## config.mk

```make
export PLATFORM = sky130hd
export DESIGN_NAME = motor_feedback_decoder
export DESIGN_NICKNAME = d
export VERILOG_FILES = /design/src/sv/mfd_pkg.sv /design/src/sv/mfd_cfg.sv /design/src/sv/mfd_unwrap.sv /design/src/sv/mfd_watchdog.sv /design/src/sv/motor_feedback_decoder.sv
export SDC_FILE = /design/constraint.sdc
export NUM_CORES = 1
export LEC_CHECK = 0
export CORE_MARGIN = 10
export CORE_UTILIZATION = 60
export CTS_BUF_LIST = sky130_fd_sc_hd__clkbuf_4
export CTS_CLUSTER_SIZE = 10
export DETAILED_ROUTE_END_ITERATION = 16
export DONT_BUFFER_PORTS = 1
export GPL_ROUTABILITY_DRIVEN = 0
export PLACE_DENSITY_LB_ADDON = 0.1
export SETUP_SLACK_MARGIN = 0.4
export SLEW_MARGIN = 10
export SYNTH_ARGS = -nofsm -noshare
export SYNTH_HDL_FRONTEND = slang
export SYNTH_SLANG_ARGS = --single-unit
```

## constraint.sdc

```tcl
create_clock -name clk -period 5.5 [get_ports clk]
set_clock_uncertainty 0.05 [all_clocks]
set_input_delay 1.1 -clock clk [delete_from_list [all_inputs] [get_ports clk]]
set_output_delay 1.1 -clock clk [all_outputs]
set_load 0.05 [all_outputs]
```

## src/sv/mfd_pkg.sv

```systemverilog
// Types and constants shared by the motor feedback decoder
`default_nettype none
package mfd_pkg;

  localparam int POS_W        = 13;
  localparam int SUM_W        = 32;
  localparam int TICK_W       = 17;
  localparam int LIMIT_W      = 16;
  localparam int STEP_W       = 15;
  localparam int WRAP_LIMIT   = 4095;
  localparam int TURN_COUNTS  = 8192;
  localparam logic [LIMIT_W-1:0] LIMIT_RESET = 16'd100;

  localparam logic FUNC_FRAME = 1'b0;
  localparam logic FUNC_TICK  = 1'b1;

  localparam int ADDR_W = 3;
  localparam int DATA_W = 32;
  localparam logic REG_OFFLINE_LIMIT = 1'b0;

  typedef struct packed {
    logic       func;
    logic [7:0] pos_hi;
    logic [7:0] pos_lo;
    logic [7:0] spd_hi;
    logic [7:0] spd_lo;
    logic [7:0] cur_hi;
    logic [7:0] cur_lo;
    logic [7:0] temp_byte;
  } in_item_t;

  typedef struct packed {
    logic [POS_W-1:0]        position;
    logic signed [15:0]      speed_rpm;
    logic signed [15:0]      current_code;
    logic [7:0]              temperature;
    logic signed [SUM_W-1:0] turn_sum;
    logic                    online;
  } out_item_t;

endpackage
`default_nettype wire

```

## src/sv/mfd_cfg.sv

```systemverilog
// APB register block holding the offline tick limit
`default_nettype none
module mfd_cfg
  import mfd_pkg::*;
(
  input  wire logic              clk,
  input  wire logic              rst,
  input  wire logic              psel,
  input  wire logic              penable,
  input  wire logic              pwrite,
  input  wire logic [ADDR_W-1:0] paddr,
  input  wire logic [DATA_W-1:0] pwdata,
  output logic      [DATA_W-1:0] prdata,
  output logic                   pready,
  output logic     [LIMIT_W-1:0] offline_limit
);

  logic reg_hit;

  assign reg_hit = (paddr[2] == REG_OFFLINE_LIMIT);
  assign pready  = 1'b1;

  always_ff @(posedge clk) begin
    if (rst) begin
      offline_limit <= LIMIT_RESET;
    end else if (psel && penable && pwrite && reg_hit) begin
      offline_limit <= pwdata[LIMIT_W-1:0];
    end
  end

  always_comb begin
    prdata = '0;
    if (reg_hit) begin
      prdata = {{(DATA_W-LIMIT_W){1'b0}}, offline_limit};
    end
  end

endmodule
`default_nettype wire

```

## src/sv/mfd_unwrap.sv

```systemverilog
// Multi-turn position unwrap: last position and accumulated sum
`default_nettype none
module mfd_unwrap
  import mfd_pkg::*;
(
  input  wire logic             clk,
  input  wire logic             rst,
  input  wire logic             take,
  input  wire logic [POS_W-1:0] pos,
  output logic      [POS_W-1:0] position_next,
  output logic      [SUM_W-1:0] sum_next
);

  logic [POS_W-1:0]  last_position;
  logic [SUM_W-1:0]  position_sum;
  logic [STEP_W-1:0] step;
  logic [STEP_W-1:0] add;

  always_comb begin
    if (last_position == '0 && position_sum == '0) begin
      step = '0;
    end else begin
      step = {2'b00, pos} - {2'b00, last_position};
    end
    if ($signed(step) > $signed(STEP_W'(WRAP_LIMIT))) begin
      add = step - STEP_W'(TURN_COUNTS);
    end else if ($signed(step) < -$signed(STEP_W'(WRAP_LIMIT))) begin
      add = step + STEP_W'(TURN_COUNTS);
    end else begin
      add = step;
    end
    if (take) begin
      position_next = pos;
      sum_next      = position_sum + {{(SUM_W-STEP_W){add[STEP_W-1]}}, add};
    end else begin
      position_next = last_position;
      sum_next      = position_sum;
    end
  end

  always_ff @(posedge clk) begin
    if (rst) begin
      last_position <= '0;
      position_sum  <= '0;
    end else begin
      last_position <= position_next;
      position_sum  <= sum_next;
    end
  end

endmodule
`default_nettype wire

```

## src/sv/mfd_watchdog.sv

```systemverilog
// Link watchdog: silent tick counter and online status
`default_nettype none
module mfd_watchdog
  import mfd_pkg::*;
(
  input  wire logic               clk,
  input  wire logic               rst,
  input  wire logic               frame,
  input  wire logic               tick,
  input  wire logic [LIMIT_W-1:0] offline_limit,
  output logic                    link_next
);

  logic [TICK_W-1:0] silent_ticks;
  logic [TICK_W-1:0] silent_ticks_next;
  logic [TICK_W-1:0] count;
  logic              link_up;

  always_comb begin
    count             = silent_ticks + TICK_W'(1);
    silent_ticks_next = silent_ticks;
    link_next         = link_up;
    if (frame) begin
      silent_ticks_next = '0;
    end else if (tick) begin
      if (count > {1'b0, offline_limit}) begin
        silent_ticks_next = {1'b0, offline_limit};
        link_next         = 1'b0;
      end else begin
        silent_ticks_next = count;
        link_next         = 1'b1;
      end
    end
  end

  always_ff @(posedge clk) begin
    if (rst) begin
      silent_ticks <= '0;
      link_up      <= 1'b0;
    end else begin
      silent_ticks <= silent_ticks_next;
      link_up      <= link_next;
    end
  end

endmodule
`default_nettype wire

```

## src/sv/motor_feedback_decoder.sv

```systemverilog
// Motor feedback decoder top level: input register, update logic, result register
// An accepted item waits in the input register and moves to the result register
// when fb is not stalled. One item per cycle while fb is not stalled: the state
// update is one pass between those registers, so back-to-back items chain directly.
// Reset clears the sum, position, counter and held values, marks the link
// offline and loads the offline limit with 100.
`default_nettype none
module motor_feedback_decoder
  import mfd_pkg::*;
(
  input  wire logic              clk,
  input  wire logic              rst,
  input  wire logic              item_valid,
  output logic                   item_stall,
  input  wire in_item_t          item,
  output logic                   fb_valid,
  input  wire logic              fb_stall,
  output out_item_t              fb,
  input  wire logic              psel,
  input  wire logic              penable,
  input  wire logic              pwrite,
  input  wire logic [ADDR_W-1:0] paddr,
  input  wire logic [DATA_W-1:0] pwdata,
  output logic      [DATA_W-1:0] prdata,
  output logic                   pready
);

  in_item_t           in_reg;
  logic               in_full;
  logic               advance;
  logic               take_frame;
  logic               take_tick;
  logic [LIMIT_W-1:0] offline_limit;
  logic [POS_W-1:0]   position_next;
  logic [SUM_W-1:0]   sum_next;
  logic               link_next;
  logic [15:0]        held_speed;
  logic [15:0]        held_current;
  logic [7:0]         held_temperature;
  logic [15:0]        speed_next;
  logic [15:0]        current_next;
  logic [7:0]         temperature_next;

  assign advance    = in_full && (!fb_valid || !fb_stall);
  assign item_stall = in_full && !advance;
  assign take_frame = advance && (in_reg.func == FUNC_FRAME);
  assign take_tick  = advance && (in_reg.func == FUNC_TICK);

  mfd_cfg u_cfg (
    .clk           (clk),
    .rst           (rst),
    .psel          (psel),
    .penable       (penable),
    .pwrite        (pwrite),
    .paddr         (paddr),
    .pwdata        (pwdata),
    .prdata        (prdata),
    .pready        (pready),
    .offline_limit (offline_limit)
  );

  mfd_unwrap u_unwrap (
    .clk           (clk),
    .rst           (rst),
    .take          (take_frame),
    .pos           ({in_reg.pos_hi[4:0], in_reg.pos_lo}),
    .position_next (position_next),
    .sum_next      (sum_next)
  );

  mfd_watchdog u_watchdog (
    .clk           (clk),
    .rst           (rst),
    .frame         (take_frame),
    .tick          (take_tick),
    .offline_limit (offline_limit),
    .link_next     (link_next)
  );

  always_comb begin
    speed_next       = held_speed;
    current_next     = held_current;
    temperature_next = held_temperature;
    if (take_frame) begin
      speed_next       = {in_reg.spd_hi, in_reg.spd_lo};
      current_next     = {in_reg.cur_hi, in_reg.cur_lo};
      temperature_next = in_reg.temp_byte;
    end
  end

  always_ff @(posedge clk) begin
    if (rst) begin
      in_full          <= 1'b0;
      fb_valid         <= 1'b0;
      held_speed       <= '0;
      held_current     <= '0;
      held_temperature <= '0;
    end else begin
      if (item_valid && !item_stall) begin
        in_full <= 1'b1;
      end else if (advance) begin
        in_full <= 1'b0;
      end
      if (advance) begin
        fb_valid <= 1'b1;
      end else if (!fb_stall) begin
        fb_valid <= 1'b0;
      end
      held_speed       <= speed_next;
      held_current     <= current_next;
      held_temperature <= temperature_next;
    end
  end

  always_ff @(posedge clk) begin
    if (item_valid && !item_stall) begin
      in_reg <= item;
    end
    if (advance) begin
      fb.position     <= position_next;
      fb.speed_rpm    <= $signed(speed_next);
      fb.current_code <= $signed(current_next);
      fb.temperature  <= temperature_next;
      fb.turn_sum     <= $signed(sum_next);
      fb.online       <= link_next;
    end
  end

endmodule
`default_nettype wire

```

==> summary.txt, run 1 <==
Timing
  – Crit path time final: 5050 ps
  – Unrepaired setup endpoints after global routing: true
  – Setup TNS: 0 ps
  – Final setup vio count: 0
  – Fin. max-slew vios: 0
  – Max_slew headroom: 28.4%
  – Final period util: 91.8%
  – Min Hold Slack: 415 ps
  – Fmax: 198 MHz
  – PnR worst setup slack: 454 ps
  – Worst-Margin Slew: 1070 ps
  – Final hold violations: 0

Run status
  – Outcome: finished, final reports clean

Die
  – Die height: 163 um
  – Die area: 26,700 sq um
  – Starting Density: 60.9%
  – Die W: 163 um
  – Core ar.: 20,200 sq um
  – I/O pin count: 220
  – Row count: 52

Logic synthesis
  – Sequential area share after synthesis: 53.8%
  – Synthesis warning total: 0
  – Synth Register Bits: 261
  – Yosys cell types: 70
  – Cell count after synthesis: 1,216
  – Post-synth EDFFs: 140
  – Top_reg_cell synth: edfxtp_1
  – Syn Std Cell Area: 12,300 sq um
  – Post-synthesis area per instance: 10.1 sq um
  – Fraction of registers with async set/reset: 0%

Cells and area
  – P&R area growth vs syn: 12.5%
  – Share of layout cells above drive strength 1: 16.2%
  – Max reg flops: 86
  – Fin nets: 1,417

GRT
  – First-pass GRT wire length: 44,300 um
  – Grt total ovfl: 0
  – Number of global-route vias before repair: 8,614
  – Largest net degree at the start of global routing: 113
  – All-Layer GR Usage: 20.8%
  – Initial antenna violation count: 10

Clock network
  – Clk buf depth: 3
  – Clock transition at path regs: 70 ps
  – CTS root buf: clkbuf_4
  – Num CTS Buffers: 68
  – Insertion delay to the later sink of the worst-skew pair: 680 ps
  – CTS sink cnt: 261
  – Htree depth: 3
  – CTS Hold Bufs: 0
  – CTS tree: yes

Drt
  – First-pass DRT Iterations: 5
  – Antenna violation net count after detailed routing: 0
  – Final WL: 28,700 um
  – Vias: 8,934
  – Routed len/inst: 18.1 um
  – Starting DRC count in detailed routing: 484
  – Via-per-instance ratio: 5.63
  – DRC: 0

Power and ir drop
  – Sw Share: 30.1%
  – Reg power frac: 46.7%
  – P per Cell Area: 362 nW/um^2
  – P_int: 3510 uW
  – VDD IR max: 0.325 mV
  – Clock power frac: 35.6%
  – Leakage power: 0.00562 uW
  – PnR Total Power: 5010 uW
  – Switching power total: 1510 uW
  – Combinational power share: 17.7%

Worst hold path
  – HP Class: reg2reg

Worst setup path
  – Worst setup path class: reg2reg
  – Startpoint types: flop
  – Critical-path maximum fanout: 7
  – Req. time, crit path: 6040 ps
  – Crit end category: flop
  – Critical Path AT: 5590 ps

Placed design
  – PortBufs: 0
  – Dpl ws: 196 ps
  – Final HPWL DP: 19,500 um

Run
  – Max cap viols: 0
per-stage QoR:
step	cell area (sq um)	instances	util [%]
after floorplan	12400	1231	-
after global routing	13900	1584	68.5
after detailed placement	12500	1446	61.9
final	13900	1586	68.5
after global placement	12500	1446	61.9
after CTS	13600	1574	67.0
cell families after synthesis:
logic type,after synthesis,share of synthesized area (%)
compound gates,250,13.0
xor+xnor,48,3.41
fa+ha+maj,63,6.51
buf+inv,113,3.99
flops,261,53.8
mux,17,1.49
other cells,2,0.0610
simple gates,462,17.7
routing by layer:
| metal | wire [um] | up-vias | GRT usage [%] |
|---|---|---|---|
| li1 | - | 4417 | - |
| met1 | 12000 | 4154 | 25.3 |
| met2 | 13000 | 281 | 31.1 |
| met3 | 2720 | 72 | 9.19 |
| met4 | 879 | 10 | 9.51 |
| met5 | 67 | - | 0 |
power groups by stage:
stage	combinational [uW]	clock, uW	sequential [uW]
floorplan	620	0	2360
global placement	758	0	2380
detailed placement	771	0	2380
CTS	796	1840	2340
global route	977	1950	2350
finish	888	1790	2340
cells in the mapped netlist, types with 4 or more instances:
cell type / instances / area share (%)
nand2_1: 229 / 7.0
o31a_1: 6 / 0.43
edfxtp_1: 140 / 34
mux2i_1: 12 / 0.98
or4_1: 6 / 0.37
a21o_1: 27 / 1.6
o21ai_1: 4 / 0.16
nor3_1: 14 / 0.57
ha_1: 60 / 6.1
a211o_1: 4 / 0.28
a21oi_1: 86 / 3.5
nand3_1: 30 / 1.2
buf_1: 10 / 0.30
dfxtp_1: 121 / 20
nor2b_1: 50 / 2.5
a31oi_1: 8 / 0.41
inv_1: 42 / 1.3
xor2_1: 18 / 1.3
nor4_1: 15 / 0.76
nor2_1: 54 / 1.6
nor3b_1: 5 / 0.30
a211oi_1: 7 / 0.43
or2_2: 4 / 0.20
o31ai_1: 7 / 0.43
clkbuf_1: 41 / 1.2
nand2b_1: 10 / 0.51
o21bai_1: 4 / 0.24
o21a_1: 10 / 0.61
xnor2_1: 30 / 2.1
nand4_1: 13 / 0.66
buf_4: 17 / 1.0
o21ai_0: 58 / 2.4
and3_1: 15 / 0.76
what timing repair did:
| action | 4_1_cts | 5_1_grt |
|---|---|---|
| resized for setup | 16 | 43 |
| buffers inserted | 2 | 8 |
| setup endpoints to repair | 15 | 32 |
| pin swaps | 7 | 25 |
placed cells by master, fill, tap and decap left out, drive strengths merged, types with 4 or more instances in the layout:
cell type	synthesis	layout
o211ai	5	5
nand2b	10	10
dfxtp	121	121
mux2i	12	12
nand4	13	13
clkinv	0	14
a21oi	88	88
o21bai	4	4
o31ai	8	8
nor3	15	15
mux2	5	5
a211o	4	4
a31oi	8	8
or4	6	6
diode	0	4
xor2	18	18
ha	60	60
nand3	30	30
o31a	6	6
nor4	15	15
a21o	27	27
inv	42	47
o21ai	64	64
nor3b	5	5
nand2	229	229
or2	4	4
buf	30	26
nor2b	51	51
xnor2	30	30
nor2	54	54
and3	15	15
conb	2	17
a211oi	7	7
clkbuf	41	105
edfxtp	140	140
or3	4	4
o21a	10	10
path summary, 6_finish.rpt:
kind / startpoint / to / slack [ps] / cells after the start
max: in_reg[40] / u_unwrap.position_sum[29] / 450 / 23
min: held_current[10] / held_current[10] / 410 / 2
max reg2reg: in_reg[40] / u_unwrap.position_sum[29] / 450 / 23
min reg2reg: held_current[10] / held_current[10] / 410 / 2
area by class of cell:
cell class                      count  area (sq um)
Tap cell                          270           338
Timing Repair Buffer               26           203
Inverter                           42           160
Fill cell                        1570          6380
Clock buffer                      105           788
Antenna cell                        4          10.0
Clock inverter                     21           160
Multi-Input combinational cell    857          5570
Sequential cell                   261          6630
worst max-delay path, stage by stage, from the launching register on:
cell,delay [ps]
edfxtp_1,340
inv_2,60
ha_4,160
fa_2,400
nor2b_2,140
o2111a_2,250
o21ai_2,60
mux2i_1,130
a2111oi_2,440
nand2_1,170
o41a_4,590
buf_6,160
ha_4,200
a21o_1,160
a21o_1,150
a21o_1,180
a211oi_2,190
o21bai_1,100
a21oi_2,200
buf_4,150
inv_4,30
o21a_1,190
o31ai_4,270
nor2b_1,170
No activity file was read; power rests on OpenSTA's default activity.
==> run 2, diff against run 1 <==
Settings changed: CORE_ASPECT_RATIO from default to 1.4.
==> summary.txt, run 2 (synthesis gave the netlist of run 1 again) <==
Clock network
  – Clock transition at path regs: 70 ps (about the same)
  – Num CTS Buffers: 60 (was 68)
  – Clk buf depth: 3 (unchanged)
  – CTS tree: yes (unchanged)
  – Insertion delay to the later sink of the worst-skew pair: 720 ps (was 680 ps)
  – CTS sink cnt: 261 (unchanged)
  – CTS root buf: clkbuf_4 (unchanged)
  – Htree depth: 2 (was 3)

Cells and area
  – Fin nets: 1,403 (was 1,417)
  – Share of layout cells above drive strength 1: 14.3% (was 16.2%)
  – Most frequent cells in the layout: nand2_1, edfxtp_1, dfxtp_1, clkbuf_4, a21oi_1 (unchanged)
  – Max reg flops: 86 (unchanged)
  – P&R area growth vs syn: 11.2% (was 12.5%)
  – Core Util, Final: 68.4% (was 68.5%)
  – Most common cell after layout, fill and taps aside: nand2_1 (unchanged)

Drt
  – Via-per-instance ratio: 5.76 (was 5.63)
  – Vias: 8,911 (was 8,934)
  – Antenna violation net count after detailed routing: 0 (unchanged)
  – Final WL: 28,600 um (was 28,700 um)
  – Routed len/inst: 18.5 um (was 18.1 um)
  – Starting DRC count in detailed routing: 546 (was 484)
  – First-pass DRT Iterations: 5 (unchanged)
  – DRC: 0 (unchanged)

Die
  – Die area: 26,700 sq um (about the same)
  – Die W: 141 um (was 163 um)
  – I/O pin count: 220 (unchanged)
  – Die height: 190 um (was 163 um)
  – Row count: 61 (was 52)
  – Starting Density: 61.6% (was 60.9%)
  – Core ar.: 20,000 sq um (was 20,200 sq um)

Worst setup path
  – R2R setup slack: 520 ps (was 450 ps)
  – Critical-path maximum fanout: 5 (was 7)
  – Req. time, crit path: 6030 ps (was 6040 ps)
  – Critical Path AT: 5510 ps (was 5590 ps)
  – Crit end category: flop (unchanged)
  – Worst setup path class: reg2reg (unchanged)
  – Worst R2R Path Depth: 17 (was 23)
  – Startpoint types: flop (unchanged)

Timing
  – Setup TNS: 0 ps (unchanged)
  – Min Hold Slack: 413 ps (was 415 ps)
  – Final hold violations: 0 (unchanged)
  – Unrepaired setup endpoints after global routing: false (was true)
  – Worst-Margin Slew: 1060 ps (was 1070 ps)
  – Final period util: 90.6% (was 91.8%)
  – Fmax: 201 MHz (was 198 MHz)
  – Crit path time final: 4980 ps (was 5050 ps)
  – Max_slew headroom: 29.1% (was 28.4%)
  – Final setup vio count: 0 (unchanged)
  – PnR worst setup slack: 518 ps (was 454 ps)
  – Fin. max-slew vios: 0 (unchanged)

Placed design
  – PortBufs: 0 (unchanged)
  – Final HPWL DP: 19,200 um (was 19,500 um)
  – Dpl ws: 68.3 ps (was 196 ps)

Worst hold path
  – HP Class: reg2reg (unchanged)
  – Hold path depth: 2 (unchanged)

GRT
  – All-Layer GR Usage: 20.7% (was 20.8%)
  – Grt total ovfl: 0 (unchanged)
  – Number of global-route vias before repair: 8,827 (was 8,614)
  – Initial antenna violation count: 7 (was 10)
  – First-pass GRT wire length: 45,400 um (was 44,300 um)
  – Largest net degree at the start of global routing: 113 (unchanged)

Power and ir drop
  – Leakage power: 0.00549 uW (was 0.00562 uW)
  – PnR Total Power: 4780 uW (was 5010 uW)
  – VDD IR max: 0.228 mV (was 0.325 mV)
  – P per Cell Area: 349 nW/um^2 (was 362 nW/um^2)

Run
  – Max cap viols: 0 (unchanged)

Run status
  – Outcome: finished, final reports clean (unchanged)
==> run 2: cell types whose count changed in the layout (fill, tap and decap cells not counted), sizes merged <==
cell    before  now
clkbuf     105   90
buf         26   19
clkinv      14   20
inv         47   43
bufinv       2    1
diode        4    3
o41a         3    4
==> run 2: metal layers <==
metal / routed length [um] / track usage [%]
met1: 11500 / 23.6
met4: 631 / 6.41
met5: 60 / 0
met2: 14100 / 34.7
met3: 2370 / 8.16
==> run 2: critical path, cell delays in order, from the launching register on <==
cell and delay [ps]:
edfxtp_1 320, inv_1 50, ha_2 200, fa_2 560, nand3_2 100, nor4_4 300
nand4_1 170, or4_4 530, o41a_1 510, ha_4 300, a21o_1 220, a31oi_4 190
or2b_4 320, o211ai_4 240, a211oi_2 120, nor3_1 190, nand3b_4 180, mux2_4 310
==> run 2: final timing paths <==
kind,start,endpoint
max,in_reg[40],u_unwrap.position_sum[31]
min,held_temperature[6],held_temperature[6]
max reg2reg,in_reg[40],u_unwrap.position_sum[31]
min reg2reg,held_temperature[6],held_temperature[6]
==> run 2: metrics by stage <==
stage,instances,cell area (sq um)
4_1_cts,1538,13400
2_1_floorplan,1231,12400
3_3_place_gp,1422,12500
3_5_place_dp,1422,12500
6_report,1547,13700
5_1_grt,1546,13700
==> run 2: cell type report <==
cell class	instances	area (sq um)
Sequential cell	261	6630
Fill cell	1567	6310
Multi-Input combinational cell	858	5620
Clock buffer	90	676
Tap cell	252	315
Inverter	42	158
Timing Repair Buffer	19	143
Clock inverter	22	139
Antenna cell	3	7.51
==> run 2: report_power, final <==
part           switching [uW]  internal (uW)  leakage (uW)
logic                     532            347       0.00267
clock network             753            807      0.000475
registers                 171           2170       0.00235
total                    1460           3320       0.00549
==> run 2: timing repair <==
| item | CTS | global route |
|---|---|---|
| gates cloned | 1 | 0 |
| gates resized for setup | 26 | 30 |
| pin swaps | 12 | 21 |
| hold buffers | 0 | 0 |
| buffers inserted | 3 | 6 |
| endpoints found under the setup margin | 16 | 29 |
